`src/sv/ghp_gen_step.sv`:
```
`timescale 1ns / 1ps
`default_nettype none
// Next generation: max(1, (g + 1) mod limit), limit 0 taken as 1.
// The quotient of (g+1)/limit is at most 65536, so the remainder comes from
// a restoring divider that retires one bit a cycle.
module ghp_gen_step (
    input  wire logic        aclk,
    input  wire logic        aresetn,
    input  wire logic        start,
    input  wire logic [15:0] gen_in,
    input  wire logic [15:0] limit,
    output logic             done,
    output logic [15:0]      gen_out
);
    logic [16:0] dividend_reg;
    logic [16:0] rem_reg;
    logic [15:0] div_reg;
    logic [4:0]  cnt_reg;
    logic        busy_reg;
    logic        done_reg;
    logic [17:0] trial;

    assign trial = {rem_reg, dividend_reg[16]} - {2'b00, div_reg};

    always_ff @(posedge aclk) begin
        if (!aresetn) begin
            busy_reg <= 1'b0;
            done_reg <= 1'b0;
            cnt_reg  <= '0;
        end else begin
            done_reg <= 1'b0;
            if (start) begin
                busy_reg     <= 1'b1;
                cnt_reg      <= 5'd17;
                dividend_reg <= {1'b0, gen_in} + 17'd1;
                rem_reg      <= '0;
                div_reg      <= (limit == 16'd0) ? 16'd1 : limit;
            end else if (busy_reg) begin
                dividend_reg <= {dividend_reg[15:0], 1'b0};
                if (!trial[17]) begin
                    rem_reg <= trial[16:0];
                end else begin
                    rem_reg <= {rem_reg[15:0], dividend_reg[16]};
                end
                cnt_reg <= cnt_reg - 5'd1;
                if (cnt_reg == 5'd1) begin
                    busy_reg <= 1'b0;
                    done_reg <= 1'b1;
                end
            end
        end
    end

    assign done    = done_reg;
    assign gen_out = (rem_reg[15:0] == 16'd0) ? 16'd1 : rem_reg[15:0];
endmodule
`default_nettype wire

```
`config.mk`:
```
export PLATFORM = sky130hd
export DESIGN_NAME = ghp_gen_step
export DESIGN_NICKNAME = d
export VERILOG_FILES = /design/src/sv/ghp_gen_step.sv
export SDC_FILE = /design/constraint.sdc
export NUM_CORES = 1
export LEC_CHECK = 0
export ABC_AREA = 1
export BUFFER_PORTS_ARGS = -buffer_cell sky130_fd_sc_hd__buf_2
export CAP_MARGIN = 20
export CORE_AREA = 3 3 86 170
export CTS_CLUSTER_DIAMETER = 100
export CTS_CLUSTER_SIZE = 24
export DETAILED_ROUTE_END_ITERATION = 8
export DIE_AREA = 0 0 89 173
export GPL_TIMING_DRIVEN = 0
export PLACE_DENSITY = 0.56
export SLEW_MARGIN = 25
export SYNTH_ARGS = -nofsm -noshare
export SYNTH_HDL_FRONTEND = slang
export SYNTH_SLANG_ARGS = --single-unit
```
`constraint.sdc`:
```
create_clock -name aclk -period 4.1 [get_ports aclk]
set_input_delay 0.82 -clock aclk [delete_from_list [all_inputs] [get_ports aclk]]
set_output_delay 0.82 -clock aclk [all_outputs]
set_load 0.05 [all_outputs]
```
==> reports/qor.yml, run 1 <==
status: "finished clean"
synth_mux_area_share_pct: 0
worstHoldPathCells: 1
dp_hpwl_um: 8890
clock.fmax_ghz: 0.375
synth_top_family_by_area: "simple AND/OR/NAND/NOR gates"
cts_buffers: 9
tightest_slew_ps: 729
synth_compound_area_share_pct: 6.11
period_share_pct: 65.0
slew_headroom_pct: 51.4
worstPathArrival_ps: 1850
routed_wl_um: 10700
yosys.area_share.simple_pct: 32.9
yosys.area_share.adder_pct: 6.42
port_buffers: 49
io_pins: 52
synth-seq-area-share_pct: 40.9
fin_cells: 760
grtUsageTotal_pct: 14.5
critPathCaptureType: "primary output"
drc: 0
grt_overflow: 0
nNetsFinal: 655
avgSynthCellArea_um2: 7.45
maxCapViolCount: 0
fin_skew_ps: 4.99
post-route-min-period_ps: 2670
grt_pass1_wl_um: 17000
vias_per_cell: 4.76
critPathKind: "reg2out"
cts_tree: "done"
start_util_pct: 29.9
setup_viol_count_final: 0
root_buffer: "clkbuf_16"
powerDensity_nw_per_um2: 418
coreArea_um2: 13400
clk_latency_ps: 330
reg2reg_depth: 11
ctsHoldBuffers: 0
fp.dieH_um: 173
diodes: 0
die_w_um: 89
wl_per_cell_um: 14.1
dieArea_um2: 15400
netlist_instances: 539
rsz0062_at_grt: "no"
async_flop_share_pct: 0
yosysTopAreaCellShare_pct: 37.4
hold_viol_final: 0
yosys_warnings: 0
place_inst: 744
finalWorstSetupSlack_ps: 1430
first_pass_iters: 4
ys_types: 33
synth_top_cell_by_area: "edfxtp_1"
hold_slack_ps: 487
ys_seq_elements: 57
ys_top_cells_by_count: "nand2_1 (138), inv_1 (74), nor2_1 (71)"
ant_nets: 0
syn-cell-area_um2: 4010
synth_xor_area_share_pct: 2.40
drtIter0Drc: 126
leakage_uw: 0.00228
gp_congestion: 0.952
synth.most_common_cell: "nand2_1"
hp-class: "reg2reg"
ir_drop_v: 0.000277
syn_to_final_growth_pct: 19.3
critical_path.max_fanout: 3
synthTopCellsByArea: "edfxtp_1 (37%), nand2_1 (13%), inv_1 (6.9%)"
cts_resized: 0
final_max_slew_viol_count: 0
grt_max_degree: 22
required_ps: 3280
antenna_found_initial: 0
cts_post_setup_buffers_inserted: 0
cts.clk_slew.worst_paths_ps: 50
htree_num_levels: 3
vias: 3614
rows: 60
drive_above_1_share_pct: 16.0
synth_ff_type: "edfxtp_1"
cts.path.max_buffers: 2
synth_edf_count: 50
grt_pass1_vias: 3749
startpoint_type: "flip-flop"
clkSinkCount: 57
dp_slack_ps: 1630
syn_nets: 594
-- cells in the final DEF (no fill, tap or decap), types with 9 or more instances in the layout --
cell and instances:
a21oi_1 17, buf_2 49, clkbuf_1 37, clkbuf_16 9, edfxtp_1 50, ha_1 19, inv_1 74, nand2_1 138
nand3_1 33, nand3_2 14, nor2_1 71, nor4_1 11, o21ai_0 16
-- worst paths after layout --
check | start | endpoint | slack [ps]
worst min-delay path | busy_reg | cnt_reg[1] | 490
worst max-delay path | rem_reg[0] | gen_out[0] | 1430
worst min register to register | busy_reg | cnt_reg[1] | 490
worst max register to register | rem_reg[6] | rem_reg[8] | 1700
-- metal layers --
| metal | vias up | part of all wire (%) | global-route usage, % |
|---|---|---|---|
| met1 | 1629 | 33 | 12.3 |
| met3 | 43 | 2.8 | 1.72 |
| li1 | 1848 | - | - |
| met5 | - | 0 | 0 |
| met2 | 94 | 57 | 27.9 |
| met4 | 0 | 7.4 | 11.6 |
-- layout make-up --
class | count | area [um^2]
fill | 1384 | 8650
multi-input combinational | 365 | 1930
sequential | 57 | 1640
inverter | 78 | 293
timing repair buffer | 50 | 273
clock buffer | 9 | 225
tap | 155 | 194
buffer | 39 | 158
clock inverter | 7 | 71.3
-- worst max-delay path: stages (launching register included) --
cell and delay [ps]:
edfxtp_1 470, nor4_1 500, nand4_1 150, nand2_1 120, buf_2 270
-- through the flow --
step           setup TNS [ps]  cell area [um^2]  utilization (%)  power [uW]
2_1_floorplan               0              4010                -        1130
6_report                    0              4790             35.6        2000
3_3_place_gp           -10080              4450             33.1        1280
4_1_cts                     0              4790             35.6        2020
3_5_place_dp                0              4490             33.4        1290
5_1_grt                     0              4790             35.6        2110
-- report_power, final --
| part | switching (uW) | internal [uW] |
|---|---|---|
| logic | 368 | 183 |
| clock network | 261 | 468 |
| registers | 32.6 | 691 |
| total | 662 | 1340 |
-- cells by family after synthesis --
group | Yosys count
simple gates | 291
fa+ha+maj | 20
flops | 57
xor+xnor | 11
buf+inv | 117
compound gates | 43
(Power assumes the default switching activity.)
==> run 2: changes to the inputs <==
--- a/config.mk
+++ b/config.mk
@@ -5,16 +5,16 @@
 export SDC_FILE = /design/constraint.sdc
 export NUM_CORES = 1
 export LEC_CHECK = 0
-export ABC_AREA = 1
+export ABC_AREA = 0
 export BUFFER_PORTS_ARGS = -buffer_cell sky130_fd_sc_hd__buf_2
 export CAP_MARGIN = 20
-export CORE_AREA = 3 3 86 170
+export CORE_AREA = 3 3 83 163
 export CTS_CLUSTER_DIAMETER = 100
 export CTS_CLUSTER_SIZE = 24
 export DETAILED_ROUTE_END_ITERATION = 8
-export DIE_AREA = 0 0 89 173
+export DIE_AREA = 0 0 86 166
 export GPL_TIMING_DRIVEN = 0
-export PLACE_DENSITY = 0.56
+export PLACE_DENSITY = 0.57
 export SLEW_MARGIN = 25
 export SYNTH_ARGS = -nofsm -noshare
 export SYNTH_HDL_FRONTEND = slang
==> constraint.sdc (replaced) <==
create_clock -name aclk -period 2.6 [get_ports aclk]
set_input_delay 0.52 -clock aclk [delete_from_list [all_inputs] [get_ports aclk]]
set_output_delay 0.52 -clock aclk [all_outputs]
set_load 0.05 [all_outputs]
==> reports/qor.yml, run 2 <==
status: "complete, but fails checks"  # was finished clean
violations: "setup timing"
synth_edf_count: 50  # unchanged
worstPathArrival_ps: 2900  # was 1850 ps
netlist_instances: 387  # was 539
powerDensity_nw_per_um2: 661  # was 418 nW/um^2
ys_top_cells_by_count: "edfxtp_1 (50), a21oi_1 (36), clkbuf_1 (36)"  # was nand2_1 (138), inv_1 (74), nor2_1 (71)
yosysTopAreaCellShare_pct: 40.6  # was 37.4%
maxCapViolCount: 0  # unchanged
synthTopCellsByArea: "edfxtp_1 (41%), ha_1 (6.4%), a21oi_1 (4.9%)"  # was edfxtp_1 (37%), nand2_1 (13%), inv_1 (6.9%)
syn-cell-area_um2: 3690  # was 4010 um^2
port_buffers: 51  # was 49
wl_per_cell_um: 17.6  # was 14.1 um
drtIter0Drc: 207  # was 126
synth_ff_type: "edfxtp_1"  # unchanged
cts.clk_slew.worst_paths_ps: 50  # about the same
grt_pass1_wl_um: 17000  # about the same
required_ps: 2790  # was 3280 ps
post-route-min-period_ps: 2710
yosys_warnings: 0  # unchanged
critPathMaxStageDelay_ps: 520  # was 500 ps
slew_headroom_pct: 57.8  # was 51.4%
die_w_um: 86  # was 89 um
tightest_slew_ps: 633  # was 729 ps
synth.most_common_cell: "edfxtp_1"  # was nand2_1
coreArea_um2: 12300  # was 13400 um^2
dp_hpwl_um: 7860  # was 8890 um
critPathKind: "reg2reg"  # was reg2out
vias_per_cell: 5.25  # was 4.76
final_max_slew_viol_count: 0  # unchanged
gp_congestion: 0.873  # was 0.952
cts.path.max_buffers: 2  # unchanged
synth_top_cell_by_area: "edfxtp_1"  # unchanged
grt_overflow: 0  # unchanged
finalWorstSetupSlack_ps: -108  # was 1430 ps
critPathCaptureType: "flip-flop"  # was primary output
async_flop_share_pct: 0  # unchanged
start_util_pct: 29.9  # about the same
layout_common_cells: "buf_2 (51), edfxtp_1 (50), clkbuf_1 (36), nor2_1 (33), a21oi_1 (32)"  # was nand2_1 (138), inv_1 (74), nor2_1 (71), edfxtp_1 (50), buf_2 (49)
cts_tree: "done"  # unchanged
slowest_stage: "or4_1"  # was nor4_1
clkSinkCount: 57  # unchanged
first_pass_iters: 4  # unchanged
grt_max_degree: 19  # was 22
rows: 57  # was 60
fin_tns_setup_ps: -361  # was 0 ps
grtUsageTotal_pct: 15.4  # was 14.5%
nNetsFinal: 537  # was 655
final_util_pct: 40.5  # was 35.6%
root_buffer: "clkbuf_16"  # unchanged
synth-seq-area-share_pct: 44.4  # was 40.9%
hp-class: "in2reg"  # was reg2reg
design_area_um2: 5000  # was 4790 um^2
ys_types: 55  # was 33
hold_viol_final: 0  # unchanged
fp.dieH_um: 166  # was 173 um
setup_viol_count_final: 8  # was 0
leakage_uw: 0.00188  # was 0.00228 uW
place_area_um2: 4170  # was 4490 um^2
ant_nets: 0  # unchanged
startpoint_type: "flip-flop"  # unchanged
grt_pass1_vias: 3364  # was 3749
routed_wl_um: 11200  # was 10700 um
diodes: 0  # unchanged
dieArea_um2: 14300  # was 15400 um^2
ctsHoldBuffers: 0  # unchanged
syn_nets: 442  # was 594
crit_chain: "ha_4, o211ai_1, a21o_1, a2111oi_4, buf_4, nor4_4, buf_6, or4_1, a21oi_2"  # was nor4_1, nand4_1, nand2_1, buf_2
rrSetupSlack_ps: -110  # was 1700 ps
htree_num_levels: 3  # unchanged
clk_latency_ps: 330  # about the same
clock.fmax_ghz: 0.369
hold_slack_ps: 456  # was 487 ps
avgSynthCellArea_um2: 9.55  # was 7.45 um^2
fillers: 1218  # was 1384
syn_to_final_growth_pct: 35.4  # was 19.3%
antenna_found_initial: 0  # unchanged
ys_seq_elements: 57  # unchanged
io_pins: 52  # unchanged
drc: 0  # unchanged
cts_buffers: 9  # unchanged
p_total_uw: 3310  # was 2000 uW
period_share_pct: 104
rsz0062_at_grt: "yes"  # was no
fin_skew_ps: 5.07  # was 4.99 ps
vias: 3329  # was 3614
final_common_cell: "buf_2"  # was nand2_1
critical_path.max_fanout: 6  # was 3
drive_above_1_share_pct: 31.2  # was 16.0%
ir_drop_v: 0.000343  # was 0.000277 V
==> run 2: cell types whose count changed in the layout (fill, tap and decap cells not counted), moves of 10 or more <==
| cell | before | now |
|---|---|---|
| xnor2_1 | 4 | 14 |
| inv_1 | 74 | 22 |
| nor2_1 | 71 | 33 |
| a21oi_1 | 17 | 32 |
| nand3_1 | 33 | 9 |
| nand3_2 | 14 | 3 |
| ha_1 | 19 | 7 |
| buf_4 | 1 | 26 |
| nand2_1 | 138 | 24 |
==> run 2: layout make-up <==
class                      instances  area (um^2)  area share [%]
buffer                            39          178            3.55
clock buffer                      10          229            4.58
clock inverter                     6         43.8           0.876
inverter                          25         97.6            1.95
multi-input combinational        264         2060            41.1
sequential                        57         1640            32.8
tap                              147          184            3.68
timing repair buffer              86          572            11.4
==> run 2: logic make-up (layout without fill, tap and decap cells) <==
group | Yosys count | count (layout) | synth area share, %
adder cells (fa/ha/maj) | 20 | 20 | 6.98
multiplexers | 1 | 1 | 0.305
AO/OA/AOI/OAI | 110 | 110 | 20.9
buffers and inverters | 66 | 166 | 6.98
AND/OR/NAND/NOR | 109 | 109 | 14.7
XOR/XNOR | 24 | 24 | 5.69
flip-flops | 57 | 57 | 44.4
==> run 2: report_power, final <==
group | internal [uW] | switching [uW] | leakage (uW) | total (uW)
combinational | 451 | 617 | 0.00123 | 1070
sequential | 1090 | 66.2 | 0.000534 | 1160
clock | 645 | 435 | 0.000121 | 1080
total | 2190 | 1120 | 0.00188 | 3310
==> run 2: repair_timing <==
item / 4_1_cts / 5_1_grt
cloned: 1 / 1
setup endpoints to repair: 17 / 17
resized for setup: 33 / 40
buffers inserted: 19 / 13
pin swaps: 21 / 16
==> run 2: worst paths after layout <==
| check | startpoint | endpoint | depth (start not counted) |
|---|---|---|---|
| worst max-delay path | rem_reg[1] | rem_reg[16] | 9 |
| worst min-delay path | limit[2] | div_reg[2] | 2 |
| worst max register to register | rem_reg[1] | rem_reg[16] | 9 |
| worst min register to register | cnt_reg[1] | cnt_reg[1] | 2 |
==> run 2: per-layer routing <==
metal / wire [um] / share of wire (%) / GRT usage (%) / up-vias
met5: 0 / 0 / 0 / -
met4: 619 / 5.5 / 8.68 / 0
met3: 397 / 3.6 / 2.63 / 31
met2: 6250 / 56 / 28.7 / 94
met1: 3890 / 35 / 15.5 / 1607
li1: - / - / - / 1597
==> run 2: critical path, delay by kind of cell, from the launching register on <==
| kind | cells | cell delay, ps |
|---|---|---|
| AOI/OAI and AO/OA | 4 | 810 |
| adders and majority gates | 1 | 340 |
| buffers and inverters | 2 | 350 |
| DFF | 1 | 510 |
| and+or+nand+nor | 2 | 570 |
==> run 2: metrics by stage <==
| step | std cells | setup WS (ps) |
|---|---|---|
| 2_1_floorplan | 387 | -13.4 |
| 3_5_place_dp | 586 | -519 |
| 5_1_grt | 634 | -204 |
| 3_3_place_gp | 585 | -512 |
| 4_1_cts | 621 | -202 |
| 6_report | 634 | -108 |
==> run 3: changes to the inputs <==
--- a/config.mk
+++ b/config.mk
@@ -6,15 +6,15 @@
 export NUM_CORES = 1
 export LEC_CHECK = 0
 export ABC_AREA = 0
-export BUFFER_PORTS_ARGS = -buffer_cell sky130_fd_sc_hd__buf_2
 export CAP_MARGIN = 20
-export CORE_AREA = 3 3 83 163
+export CORE_AREA = 3 3 61 120
 export CTS_CLUSTER_DIAMETER = 100
 export CTS_CLUSTER_SIZE = 24
 export DETAILED_ROUTE_END_ITERATION = 8
-export DIE_AREA = 0 0 86 166
+export DIE_AREA = 0 0 64 123
+export DONT_BUFFER_PORTS = 1
 export GPL_TIMING_DRIVEN = 0
-export PLACE_DENSITY = 0.57
+export PLACE_DENSITY = 0.81
 export SLEW_MARGIN = 25
 export SYNTH_ARGS = -nofsm -noshare
 export SYNTH_HDL_FRONTEND = slang
==> reports/qor.yml, run 3 (synthesized netlist as in run 2, its figures left out) <==
status: "complete, but fails checks"  # unchanged
violations: "setup timing"  # unchanged
critPathKind: "reg2reg"  # unchanged
drive_above_1_share_pct: 23.4  # was 31.2%
maxCapViolCount: 0  # unchanged
register_area_um2: 1640  # unchanged
vias_per_cell: 6.36  # was 5.25
hold_viol_final: 0  # unchanged
grt.busiest_layer: "met2"  # unchanged
clkSinkCount: 57  # unchanged
nNetsFinal: 486  # was 537
cts_tree: "done"  # unchanged
gp_congestion: 0.929  # was 0.873
wl_per_cell_um: 21.7  # was 17.6 um
leakage_uw: 0.00170  # was 0.00188 uW
rows: 42  # was 57
dp_slack_ps: -522  # was -519 ps
ir_drop_v: 0.000645  # was 0.000343 V
cts.clk_slew.worst_paths_ps: 50  # about the same
fillers: 457  # was 1218
finalWorstSetupSlack_ps: -150  # was -108 ps
tightest_slew_ps: 844  # was 633 ps
coreArea_um2: 6570  # was 12300 um^2
startpoint: "rem_reg[10]"  # was rem_reg[1]
rsz0062_at_grt: "yes"  # unchanged
antenna_found_initial: 0  # unchanged
cts_buffers: 9  # unchanged
powerDensity_nw_per_um2: 735  # was 661 nW/um^2
critical_path.max_fanout: 6  # unchanged
grt_overflow: 0  # unchanged
cpMostUsedCell: "buf_4"
start_util_pct: 56.2  # was 29.9%
diodes: 0  # unchanged
place_area_um2: 3810  # was 4170 um^2
worstPathArrival_ps: 2810  # was 2900 ps
routed_wl_um: 11400  # was 11200 um
slowest_stage: "edfxtp_1"  # was or4_1
required_ps: 2660  # was 2790 ps
grt_max_degree: 36  # was 19
fin_tns_setup_ps: -1530  # was -361 ps
use_met3_pct: 5.36  # was 2.63%
vias: 3331  # was 3329
min_from: "aresetn"  # was limit[2]
critPathMaxStageDelay_ps: 460  # was 520 ps
drc: 0  # unchanged
final_common_cell: "edfxtp_1"  # was buf_2
reg2reg_from: "rem_reg[10]"  # was rem_reg[1]
grt_pass1_wl_um: 15900  # was 17000 um
fp.dieH_um: 123  # was 166 um
critPathCaptureType: "flip-flop"  # unchanged
ctsHoldBuffers: 0  # unchanged
slew_headroom_pct: 43.7  # was 57.8%
grt_use_met2_pct: 49.3  # was 28.7%
grtUsageTotal_pct: 26.9  # was 15.4%
root_buffer: "clkbuf_16"  # unchanged
grt_pass1_vias: 3390  # was 3364
fin_skew_ps: 9.20  # was 5.07 ps
clock.fmax_ghz: 0.364  # was 0.369 GHz
dp_hpwl_um: 7030  # was 7860 um
p_total_uw: 3440  # was 3310 uW
drtIter0Drc: 344  # was 207
hp-class: "in2reg"  # unchanged
final_max_slew_viol_count: 0  # unchanged
crit_chain: "ha_4, buf_4, nand2_2, o211ai_1, a311o_2, o31a_1, buf_4, o31ai_4, a21oi_2"  # was ha_4, o211ai_1, a21o_1, a2111oi_4, buf_4, nor4_4, buf_6, or4_1, a21oi_2
design_area_um2: 4680  # was 5000 um^2
io_pins: 52  # unchanged
setup_viol_count_final: 18  # was 8
clk_latency_ps: 330  # about the same
hold_slack_ps: 339  # was 456 ps
htree_num_levels: 3  # unchanged
dieArea_um2: 7870  # was 14300 um^2
period_share_pct: 106  # was 104%
startpoint_type: "flip-flop"  # unchanged
first_pass_iters: 5  # was 4
use_met1_pct: 24.3  # was 15.5%
syn_to_final_growth_pct: 26.8  # was 35.4%
layout_common_cells: "edfxtp_1 (50), clkbuf_1 (36), nor2_1 (33), a21oi_1 (31), buf_4 (28)"  # was buf_2 (51), edfxtp_1 (50), clkbuf_1 (36), nor2_1 (33), a21oi_1 (32)
port_buffers: 0  # was 51
post-route-min-period_ps: 2750  # was 2710 ps
ant_nets: 0  # unchanged
multi_input_area_um2: 2060  # about the same
cts.path.max_buffers: 2  # unchanged
die_w_um: 64  # was 86 um
## run 3: worst paths after layout
kind	endpoint	slack [ps]	cells past startpoint
worst max-delay path	rem_reg[16]	-150	9
worst min-delay path	cnt_reg[4]	340	1
worst min register to register	cnt_reg[1]	540	2
worst max register to register	rem_reg[16]	-150	9
## run 3: power breakdown
group | internal, uW | switching [uW]
clock network | 832 | 407
registers | 1100 | 66.7
logic | 424 | 617
total | 2350 | 1090
## run 3: per-layer routing
layer / routed length [um] / vias up
met5: 0 / -
met4: 932 / 0
met3: 559 / 68
met2: 6120 / 163
met1: 3770 / 1603
li1: - / 1497
## run 3: cell type report
class / instances / area share [%]
buffer: 39 / 3.79
clock inverter: 6 / 1.76
inverter: 25 / 2.00
timing repair buffer: 35 / 6.17
sequential: 57 / 35.0
multi-input combinational: 264 / 44.0
clock buffer: 10 / 4.89
tap: 88 / 2.35
## run 3: worst max-delay path: cells and delay by family (launching register included)
kind	cells	cell delay, ps
AOI/OAI and AO/OA	5	1350
DFF	1	460
adders and majority gates	1	270
buffers and inverters	2	350
and+or+nand+nor	1	60
## run 3: per-stage QoR
| step | instances | utilization (%) |
|---|---|---|
| after floorplan | 387 | - |
| after global placement | 475 | 58.1 |
| after detailed placement | 475 | 58.1 |
| after CTS | 508 | 67.3 |
| after global routing | 524 | 71.3 |
| final | 524 | 71.3 |
## run 3: what timing repair did
item | 4_1_cts | 5_1_grt
pin swaps | 21 | 22
setup buffers | 17 | 17
setup endpoints to repair | 17 | 17
cloned | 1 | 0
gates resized for setup | 38 | 31
